File: src/rtl/dts_pkg.sv
// Shared types, codes and constants of the deadline task scheduler.
`default_nettype none
package dts_pkg;

  // Default table depth and fixed field widths
  localparam int DTS_NUM_TASKS = 8;
  localparam int OPCODE_W      = 3;
  localparam int TASK_W        = 3;
  localparam int VALUE_W       = 16;
  localparam int CPT_W         = 11;
  localparam int HORIZON_W     = 16;
  localparam int TTE_W         = 32;
  localparam int BYTE_W        = 8;
  localparam int PROD_W        = VALUE_W + CPT_W;
  localparam int CFG_IDX_W     = 4;

  // Register reset values
  localparam logic [CPT_W-1:0]     CPT_RESET     = 11'd1;
  localparam logic [HORIZON_W-1:0] HORIZON_RESET = 16'd60000;

  // Opcodes
  localparam logic [OPCODE_W-1:0] OP_ADVANCE   = 3'd0;
  localparam logic [OPCODE_W-1:0] OP_SET_EVENT = 3'd1;
  localparam logic [OPCODE_W-1:0] OP_SET_LAT   = 3'd2;
  localparam logic [OPCODE_W-1:0] OP_SET_RSV   = 3'd3;
  localparam logic [OPCODE_W-1:0] OP_NEXT_CLK  = 3'd4;
  localparam logic [OPCODE_W-1:0] OP_NEXT_TICK = 3'd5;
  localparam logic [OPCODE_W-1:0] OP_SCHEDULE  = 3'd6;

  // Configuration register indexes
  localparam logic [CFG_IDX_W-1:0] CFG_CPT     = 4'd0;
  localparam logic [CFG_IDX_W-1:0] CFG_HORIZON = 4'd1;

  // Task table field codes
  localparam logic [1:0] FLD_EVENT = 2'd0;
  localparam logic [1:0] FLD_LAT   = 2'd1;
  localparam logic [1:0] FLD_RSV   = 2'd2;
  localparam logic [1:0] FLD_TTE   = 2'd3;

  typedef struct packed {
    logic [OPCODE_W-1:0] opcode;
    logic [TASK_W-1:0]   task_id;
    logic [VALUE_W-1:0]  value;
  } in_beat_t;

  typedef struct packed {
    logic [TASK_W-1:0]  selected_task;
    logic [VALUE_W-1:0] interval;
  } out_beat_t;

  // Write request into the task table
  typedef struct packed {
    logic             en;
    logic [1:0]       field;
    logic [TTE_W-1:0] data;
  } tbl_wr_t;

  // One task entry as read from the table
  typedef struct packed {
    logic [BYTE_W-1:0] event_code;
    logic [BYTE_W-1:0] latency;
    logic [BYTE_W-1:0] reserve;
    logic [TTE_W-1:0]  tte;
  } tbl_entry_t;

endpackage
`default_nettype wire

File: src/rtl/dts_mult.sv
// Shared registered multiplier for tick scaling and reserve scaling.
`default_nettype none
module dts_mult
  import dts_pkg::*;
(
  input  wire logic              clk,
  input  wire logic [VALUE_W-1:0] mul_a,
  input  wire logic [CPT_W-1:0]   mul_b,
  output logic      [PROD_W-1:0]  prod_r
);

  // Register the product, ready in the cycle after the operands
  always_ff @(posedge clk) begin
    prod_r <= PROD_W'(mul_a) * PROD_W'(mul_b);
  end

endmodule
`default_nettype wire

File: src/rtl/dts_table.sv
// Task table: per-task event code, latency, reserve and time-to-event.
`default_nettype none
module dts_table
  import dts_pkg::*;
#(
  parameter  int NUM_TASKS = DTS_NUM_TASKS,
  localparam int IDX_W     = $clog2(NUM_TASKS)
) (
  input  wire logic             clk,
  input  wire logic             rst_n,
  input  wire tbl_wr_t          wr,
  input  wire logic [IDX_W-1:0] wr_idx,
  input  wire logic [IDX_W-1:0] rd_idx,
  output tbl_entry_t            rd
);

  logic [BYTE_W-1:0] event_code_r [NUM_TASKS];
  logic [BYTE_W-1:0] latency_r    [NUM_TASKS];
  logic [BYTE_W-1:0] reserve_r    [NUM_TASKS];
  logic [TTE_W-1:0]  tte_r        [NUM_TASKS];

  // Clear on reset, write one field of one entry per cycle
  always_ff @(posedge clk) begin
    if (!rst_n) begin
      for (int i = 0; i < NUM_TASKS; i++) begin
        event_code_r[i] <= '0;
        latency_r[i]    <= '0;
        reserve_r[i]    <= '0;
        tte_r[i]        <= '0;
      end
    end else if (wr.en) begin
      case (wr.field)
        FLD_EVENT: event_code_r[wr_idx] <= wr.data[BYTE_W-1:0];
        FLD_LAT:   latency_r[wr_idx]    <= wr.data[BYTE_W-1:0];
        FLD_RSV:   reserve_r[wr_idx]    <= wr.data[BYTE_W-1:0];
        FLD_TTE:   tte_r[wr_idx]        <= wr.data;
        default: ;
      endcase
    end
  end

  // Select the addressed entry
  always_comb begin
    rd.event_code = event_code_r[rd_idx];
    rd.latency    = latency_r[rd_idx];
    rd.reserve    = reserve_r[rd_idx];
    rd.tte        = tte_r[rd_idx];
  end

endmodule
`default_nettype wire

File: src/rtl/deadline_task_scheduler.sv
// Deadline task scheduler top level: opcode sequencer around the task table.
// Set, advance and next-in-clocks beats are handled on accept; next-in-ticks adds a multiply and a write step.
// Schedule: a first pass over all entries, one reserve multiply, a second pass up to the pick,
// then one load of the result into the output register.
// The input is stalled while a beat is in progress, and longer while a result is held.
// Synchronous reset clears table and elapsed count, clocks_per_tick 1, horizon 60000.
`default_nettype none
module deadline_task_scheduler
  import dts_pkg::*;
#(
  parameter  int NUM_TASKS = DTS_NUM_TASKS,
  localparam int IDX_W     = $clog2(NUM_TASKS)
) (
  input  wire logic                 clk,
  input  wire logic                 rst_n,
  input  wire logic                 in_valid,
  output logic                      in_stall,
  input  wire in_beat_t             in_data,
  output logic                      out_valid,
  input  wire logic                 out_stall,
  output out_beat_t                 out_data,
  input  wire logic                 cfg_valid,
  output logic                      cfg_ready,
  input  wire logic [CFG_IDX_W-1:0] cfg_index,
  input  wire logic [VALUE_W-1:0]   cfg_data
);

  localparam logic [2:0] ST_IDLE     = 3'd0;
  localparam logic [2:0] ST_TICK_MUL = 3'd1;
  localparam logic [2:0] ST_TICK_WR  = 3'd2;
  localparam logic [2:0] ST_P1       = 3'd3;
  localparam logic [2:0] ST_RMUL     = 3'd4;
  localparam logic [2:0] ST_P2       = 3'd5;
  localparam logic [2:0] ST_FIN      = 3'd6;

  logic [2:0]           state_r, state_nxt;
  logic [IDX_W-1:0]     cnt_r, cnt_nxt;
  logic [IDX_W-1:0]     sel_r, sel_nxt;
  logic signed [31:0]   bound_r, bound_nxt;
  logic [VALUE_W-1:0]   elapsed_r, elapsed_nxt;
  logic [CPT_W-1:0]     cpt_r;
  logic [HORIZON_W-1:0] horizon_r;
  logic [VALUE_W-1:0]   val_r, val_nxt;
  logic [IDX_W-1:0]     tidx_r, tidx_nxt;
  logic [BYTE_W-1:0]    rsv_r, rsv_nxt;
  logic                 out_valid_r;
  out_beat_t            out_data_r, out_data_nxt;

  tbl_wr_t          wr;
  logic [IDX_W-1:0] wr_idx;
  logic [IDX_W-1:0] rd_idx;
  tbl_entry_t       rd;
  logic [VALUE_W-1:0] mul_a;
  logic [PROD_W-1:0]  prod_r;

  logic               in_fire;
  logic               ti_ok;
  logic [IDX_W-1:0]   ti_idx;
  logic [VALUE_W:0]   adv_sum;
  logic [TTE_W-1:0]   t_sub;
  logic               pending;
  logic               hit;
  logic               out_load;
  logic [VALUE_W-1:0] iv;

  dts_table #(.NUM_TASKS(NUM_TASKS)) u_table (
    .clk    (clk),
    .rst_n  (rst_n),
    .wr     (wr),
    .wr_idx (wr_idx),
    .rd_idx (rd_idx),
    .rd     (rd)
  );

  dts_mult u_mult (
    .clk    (clk),
    .mul_a  (mul_a),
    .mul_b  (cpt_r),
    .prod_r (prod_r)
  );

  assign in_stall  = (state_r != ST_IDLE);
  assign in_fire   = in_valid && !in_stall;
  assign cfg_ready = 1'b1;
  assign out_valid = out_valid_r;
  assign out_data  = out_data_r;

  // Decode helpers
  assign ti_ok   = (32'(in_data.task_id) < NUM_TASKS);
  assign ti_idx  = IDX_W'(in_data.task_id);
  assign adv_sum = {1'b0, elapsed_r} + {1'b0, in_data.value};
  assign t_sub   = rd.tte - TTE_W'(elapsed_r);
  assign pending = (rd.event_code != '0);
  assign hit     = pending && ((rd.latency < rsv_r) ||
                   ($signed(rd.tte) < $signed(TTE_W'(prod_r))));
  assign out_load = (state_r == ST_FIN) && (!out_valid_r || !out_stall);
  // Hold the reserve on the multiplier through the second pass
  assign mul_a   = (state_r == ST_RMUL) ? VALUE_W'(rd.reserve) :
                   (state_r == ST_P2)   ? VALUE_W'(rsv_r)      : val_r;

  // Saturate the final bound into the interval
  always_comb begin
    if (bound_r > 32'sd0) begin
      iv = (bound_r > 32'sd65535) ? '1 : bound_r[VALUE_W-1:0];
    end else begin
      iv = '0;
    end
  end

  // Sequencer: decode beats, run both scheduling passes
  always_comb begin
    state_nxt    = state_r;
    cnt_nxt      = cnt_r;
    sel_nxt      = sel_r;
    bound_nxt    = bound_r;
    elapsed_nxt  = elapsed_r;
    val_nxt      = val_r;
    tidx_nxt     = tidx_r;
    rsv_nxt      = rsv_r;
    out_data_nxt = out_data_r;
    wr.en        = 1'b0;
    wr.field     = FLD_TTE;
    wr.data      = '0;
    wr_idx       = ti_idx;
    rd_idx       = cnt_r;
    case (state_r)
      ST_IDLE: begin
        if (in_fire) begin
          case (in_data.opcode)
            OP_ADVANCE: begin
              elapsed_nxt = adv_sum[VALUE_W] ? '1 : adv_sum[VALUE_W-1:0];
            end
            OP_SET_EVENT: begin
              wr.en    = ti_ok;
              wr.field = FLD_EVENT;
              wr.data  = TTE_W'(in_data.value[BYTE_W-1:0]);
            end
            OP_SET_LAT: begin
              wr.en    = ti_ok;
              wr.field = FLD_LAT;
              wr.data  = TTE_W'(in_data.value[BYTE_W-1:0]);
            end
            OP_SET_RSV: begin
              wr.en    = ti_ok;
              wr.field = FLD_RSV;
              wr.data  = TTE_W'(in_data.value[BYTE_W-1:0]);
            end
            OP_NEXT_CLK: begin
              wr.en    = ti_ok;
              wr.field = FLD_TTE;
              wr.data  = TTE_W'(elapsed_r) + TTE_W'(in_data.value);
            end
            OP_NEXT_TICK: begin
              val_nxt  = in_data.value;
              tidx_nxt = ti_idx;
              if (ti_ok) begin
                state_nxt = ST_TICK_MUL;
              end
            end
            OP_SCHEDULE: begin
              cnt_nxt   = IDX_W'(NUM_TASKS - 1);
              sel_nxt   = '0;
              bound_nxt = $signed(TTE_W'(horizon_r));
              state_nxt = ST_P1;
            end
            default: ;
          endcase
        end
      end
      ST_TICK_MUL: begin
        state_nxt = ST_TICK_WR;
      end
      ST_TICK_WR: begin
        wr.en     = 1'b1;
        wr.field  = FLD_TTE;
        wr.data   = TTE_W'(elapsed_r) + TTE_W'(prod_r);
        wr_idx    = tidx_r;
        state_nxt = ST_IDLE;
      end
      ST_P1: begin
        // Age the entry, then take it as the earliest or an overdue pick
        wr.en    = 1'b1;
        wr.field = FLD_TTE;
        wr.data  = t_sub;
        wr_idx   = cnt_r;
        if (pending) begin
          if ($signed(t_sub) <= bound_r) begin
            bound_nxt = $signed(t_sub);
            sel_nxt   = cnt_r;
          end else if ($signed(t_sub) <= 32'sd0) begin
            sel_nxt = cnt_r;
          end
        end
        if (cnt_r == '0) begin
          elapsed_nxt = '0;
          state_nxt   = ST_RMUL;
        end else begin
          cnt_nxt = cnt_r - 1'b1;
        end
      end
      ST_RMUL: begin
        // Scale the pick's reserve into clocks
        rd_idx    = sel_r;
        rsv_nxt   = rd.reserve;
        cnt_nxt   = '0;
        state_nxt = ST_P2;
      end
      ST_P2: begin
        // Let the first blocking higher-priority task take over
        if (cnt_r == sel_r) begin
          state_nxt = ST_FIN;
        end else if (hit) begin
          bound_nxt = $signed(rd.tte);
          sel_nxt   = cnt_r;
          state_nxt = ST_FIN;
        end else begin
          cnt_nxt = cnt_r + 1'b1;
        end
      end
      ST_FIN: begin
        if (out_load) begin
          out_data_nxt.selected_task = TASK_W'(sel_r);
          out_data_nxt.interval      = iv;
          state_nxt                  = ST_IDLE;
        end
      end
      default: begin
        state_nxt = ST_IDLE;
      end
    endcase
  end

  // Control state
  always_ff @(posedge clk) begin
    if (!rst_n) begin
      state_r     <= ST_IDLE;
      cnt_r       <= '0;
      sel_r       <= '0;
      bound_r     <= '0;
      elapsed_r   <= '0;
      out_valid_r <= 1'b0;
    end else begin
      state_r   <= state_nxt;
      cnt_r     <= cnt_nxt;
      sel_r     <= sel_nxt;
      bound_r   <= bound_nxt;
      elapsed_r <= elapsed_nxt;
      if (out_load) begin
        out_valid_r <= 1'b1;
      end else if (!out_stall) begin
        out_valid_r <= 1'b0;
      end
    end
  end

  // Payload registers
  always_ff @(posedge clk) begin
    val_r      <= val_nxt;
    tidx_r     <= tidx_nxt;
    rsv_r      <= rsv_nxt;
    out_data_r <= out_data_nxt;
  end

  // Configuration registers
  always_ff @(posedge clk) begin
    if (!rst_n) begin
      cpt_r     <= CPT_RESET;
      horizon_r <= HORIZON_RESET;
    end else if (cfg_valid && cfg_ready) begin
      if (cfg_index == CFG_CPT) begin
        cpt_r <= cfg_data[CPT_W-1:0];
      end else if (cfg_index == CFG_HORIZON) begin
        horizon_r <= cfg_data[HORIZON_W-1:0];
      end
    end
  end

  // A result beat appears only after the finishing step
  a_out_from_fin: assert property (@(posedge clk) disable iff (!rst_n)
    $rose(out_valid_r) |-> $past(state_r) == ST_FIN)
    else $error("result beat raised outside the finishing step");

  // The first pass runs on until the reserve multiply
  a_p1_flow: assert property (@(posedge clk) disable iff (!rst_n)
    (state_r == ST_P1) |=> (state_r == ST_P1 || state_r == ST_RMUL))
    else $error("first pass left early");

  // Elapsed time is cleared once the first pass is done
  a_elapsed_clear: assert property (@(posedge clk) disable iff (!rst_n)
    (state_r == ST_RMUL) |-> (elapsed_r == '0))
    else $error("elapsed counter not cleared after first pass");

  // The pick always names a real table entry
  a_sel_range: assert property (@(posedge clk) disable iff (!rst_n)
    32'(sel_r) < NUM_TASKS)
    else $error("selected index beyond task table");

  // The second pass never scans past the pick
  a_p2_bound: assert property (@(posedge clk) disable iff (!rst_n)
    (state_r == ST_P2) |-> (cnt_r <= sel_r))
    else $error("second pass scanned past the pick");

endmodule
`default_nettype wire
File: config.mk
export PLATFORM = sky130hd
export DESIGN_NAME = deadline_task_scheduler
export DESIGN_NICKNAME = d
export VERILOG_FILES = /design/src/rtl/dts_pkg.sv /design/src/rtl/dts_mult.sv /design/src/rtl/dts_table.sv /design/src/rtl/deadline_task_scheduler.sv
export SDC_FILE = /design/constraint.sdc
export NUM_CORES = 2
export LEC_CHECK = 0
export BUFFER_PORTS_ARGS = -buffer_cell sky130_fd_sc_hd__clkbuf_2
export CORE_MARGIN = 5
export CORE_UTILIZATION = 32
export CTS_CLUSTER_DIAMETER = 60
export DETAILED_ROUTE_END_ITERATION = 16
export PLACE_DENSITY_LB_ADDON = 0.1
export SETUP_SLACK_MARGIN = 0.3
export SYNTH_ARGS = -nofsm -noshare
export SYNTH_HDL_FRONTEND = slang
export SYNTH_SLANG_ARGS = --single-unit
File: constraint.sdc
create_clock -name clk -period 7.8 [get_ports clk]
set_clock_uncertainty 0.05 [all_clocks]
set_input_delay 0.39 -clock clk [delete_from_list [all_inputs] [get_ports clk]]
set_output_delay 0.39 -clock clk [all_outputs]
set_load 0.03 [all_outputs]
==> run_results.csv <==
group,metric,value,unit
worst_setup_path,cp_common_cell,"nand2_1",
sta,maxSlewViolCount,0,
floorplan,initial_core_util,32.2,%
drt,drt-total-wl,128000,µm
global_route,grt-ovfl-total,0,
worst_setup_path,endpoint_kind,"register",
clock_network,cts_tree,"yes",
synth,synth_cells,3570,
synth,synth.avg_cell_area,10.3,µm²
synth,synth.distinct_cells,88,
clock_network,htree_levels,3,
floorplan,dieArea,122000,µm²
sta,rsz0062_at_grt,"yes",
floorplan,row_count,124,
global_route,grt_pass1_vias,28200,
status,outcome,"complete, no violations",
synth,ys.flop_type,"edfxtp_1",
worst_setup_path,required,8.32,ns
synth,synth_warnings,0,
worst_setup_path,cp_max_fo,26,
finish,postLayoutCellArea,43300,µm²
drt,viasPerCell,5.20,
clock_network,clock_path_buffers,3,
sta,fin_setup_tns,0,ns
finish,final_cells,5370,
flow_run,drv_cap,0,
floorplan,pin_count,69,
sta,slew-limit-headroom,6.17,%
synth,ys_ff_latch,606,
clock_network,numCtsBuffers,80,
worst_setup_path,cpPeakStageDelay,0.61,ns
finish,area_growth,17.9,%
synth,syn-cell-area,36800,µm²
clock_network,root_buffer,"clkbuf_16",
placed_design,place_inst,5164,
placed_design,portBuffers,67,
sta,max_freq,138,MHz
sta,hold_viol,0,
floorplan,dieHeight,349,µm
sta,timing.hold.ws,0.0302,ns
clock_network,clk_pin_slew_worst_paths,0.06,ns
power,power.leakage,17.0,nW
global_route,grt_start_max_net_pins,52,
sta,setup_viol,0,
drt,dr.pass1.iters,6,
floorplan,core-area,114000,µm²
floorplan,die_w,349,µm
clock_network,clk_latency,0.65,ns
placed_design,place.detailed.hpwl,91200,µm
global_route,track_usage,20.7,%
placed_design,placed_area,40000,µm²
clock_network,clock_sink_count,606,
drt,wl_per_cell,23.8,µm
sta,fin_ws,0.542,ns
power,peakVddDrop,0.218,mV
power,totalPowerFinal,14.2,mW
worst_setup_path,worstSetupPathType,"register to register",
drt,drcViolationCount,0,
synth,async_flop_share,0,%
drt,drtIter0Drc,2040,
global_route,grt_pass1_wl,189000,µm
worst_setup_path,critPathSlowestCell,"or4_4",
sta,tightest_slew,1.41,ns
power,pwr_density_cell,327,nW/µm²
worst_setup_path,startpoint_type,"register",
global_route,antenna_found_initial,5,
synth,synth-edff-count,494,
finish,nNetsFinal,4149,
finish,utilization,38.0,%
min_path,hp-class,"input pin to register",
drt,ant_nets,0,
finish,drive_gt1_share,15.4,%
sta,min_period_over_period,93.1,%
synth,yosysSeqAreaShare,46.5,%
drt,vias,27900,
placed_design,globalplace.congestion,0.925,
sta,min_period,7.26,ns
synth,synthesis.nets,3924,
worst_setup_path,arrival,7.78,ns
placed_design,pre_cts_ws,0.117,ns
-- worst paths after layout --
check | startpoint | to | slack [ns] | depth (start not counted)
max | state_r[1] | bound_r[6] | 0.54 | 31
min | in_data[5] | val_r[5] | 0.03 | 1
max reg2reg | state_r[1] | bound_r[6] | 0.54 | 31
min reg2reg | horizon_r[12] | horizon_r[12] | 0.41 | 2
-- state kept, by name, indices dropped and copies added, names as in the netlist --
signal,cells
sel_r,3
out_data,19
cpt_r,11
out_valid,1
u_table.tte_r,256
state_r,3
u_table.latency_r,64
val_r,16
tidx_r,3
cnt_r,3
bound_r,32
rsv_r,8
u_mult.prod_r,27
u_table.reserve_r,64
u_table.event_code_r,64
horizon_r,16
elapsed_r,16
-- repair_timing --
item / 4_1_cts / 5_1_grt
cloned: 1 / 2
pin swaps: 2 / 39
setup buffers: 13 / 15
endpoints found under the hold margin: 41 / 0
hold buffers: 30 / 0
endpoints found under the setup margin: 36 / 45
resized for setup: 3 / 58
-- power by group --
part | leakage (nW) | total [mW] | switching [mW] | internal (mW)
Sequential | 5.95 | 3.88 | 0.149 | 3.73
Combinational | 9.77 | 6.68 | 4.01 | 2.67
Clock | 1.25 | 3.61 | 1.49 | 2.12
Total | 17.0 | 14.2 | 5.65 | 8.52
-- kinds of logic after synthesis --
family,share of synthesized area (%)
AOI/OAI and AO/OA,8.93
xor gates and xnor gates,1.93
adders and majority gates,13.1
buffers and inverters,5.14
DFF,46.5
muxes,7.57
other,0.0102
and+or+nand+nor,16.9
-- final cells by class --
cell class	count	area (µm²)
diodes	1	2.50
clock buffers	103	2180
clock inverters	41	383
fillers	11500	70800
inverters	287	1080
multi-input cells	2483	18200
flip-flops and latches	606	17100
well taps	1512	1890
repair buffers	337	2530
-- critical path, delay by kind of cell, from the launching register on --
kind,cells,cell delay (ns)
flip-flops,1,0.31
adder cells (fa/ha/maj),2,0.64
buffers and inverters,5,0.88
AND/OR/NAND/NOR,14,3.08
AO/OA/AOI/OAI,7,1.29
multiplexers,3,0.90
-- Yosys cell counts (all sizes together) (8+ instances only) --
| cell | number | area, µm² |
|---|---|---|
| nor2 | 617 | 2320 |
| edfxtp | 494 | 14800 |
| nand2 | 423 | 1590 |
| inv | 286 | 1080 |
| ha | 178 | 2230 |
| clkbuf | 147 | 552 |
| fa | 129 | 2580 |
| mux2i | 123 | 1250 |
| dfxtp | 112 | 2240 |
| a21oi | 111 | 559 |
| o21ai | 83 | 419 |
| mux4 | 65 | 1460 |
| and3 | 63 | 394 |
| xnor2 | 63 | 552 |
| nor3 | 48 | 252 |
| buf | 47 | 256 |
| a211oi | 46 | 345 |
| nand3 | 46 | 230 |
| and2 | 43 | 269 |
| nand2b | 35 | 219 |
| nor2b | 34 | 213 |
| nor4 | 30 | 194 |
| a211o | 26 | 229 |
| o22ai | 23 | 144 |
| or3 | 23 | 144 |
| a21o | 22 | 165 |
| a22oi | 19 | 143 |
| nand4 | 18 | 113 |
| o211ai | 18 | 135 |
| xor2 | 18 | 158 |
| a2111oi | 17 | 149 |
| o21a | 16 | 120 |
| a31oi | 15 | 93.8 |
| or2 | 9 | 58.8 |
| or4 | 9 | 67.6 |
| a22o | 8 | 70.1 |
| a311oi | 8 | 70.1 |
| a31o | 8 | 70.1 |
-- metal layers --
metal / track usage (%) / up-vias / routed length [µm]
met3: 2.47 / 158 / 6120
met5: 0 / - / 13
li1: - / 13000 / -
met4: 5.08 / 2 / 3100
met2: 34.2 / 719 / 59500
met1: 29.1 / 14100 / 59200
-- layout by cell type, fill, tap and decap left out, drive strengths merged, types with 16 or more instances in the layout --
cell	n
nor2	617
edfxtp	494
nand2	423
inv	293
buf	239
ha	178
clkbuf	170
fa	129
mux2i	123
dfxtp	112
a21oi	111
o21ai	83
mux4	65
and3	63
xnor2	63
nor3	48
nand3	46
a211oi	46
and2	43
nand2b	35
nor2b	34
dlygate4sd3	30
nor4	30
clkinv	27
a211o	26
or3	23
o22ai	23
a21o	22
a22oi	19
o211ai	18
nand4	18
xor2	18
a2111oi	17
o21a	16
No activity file was read; power rests on OpenSTA's default activity.
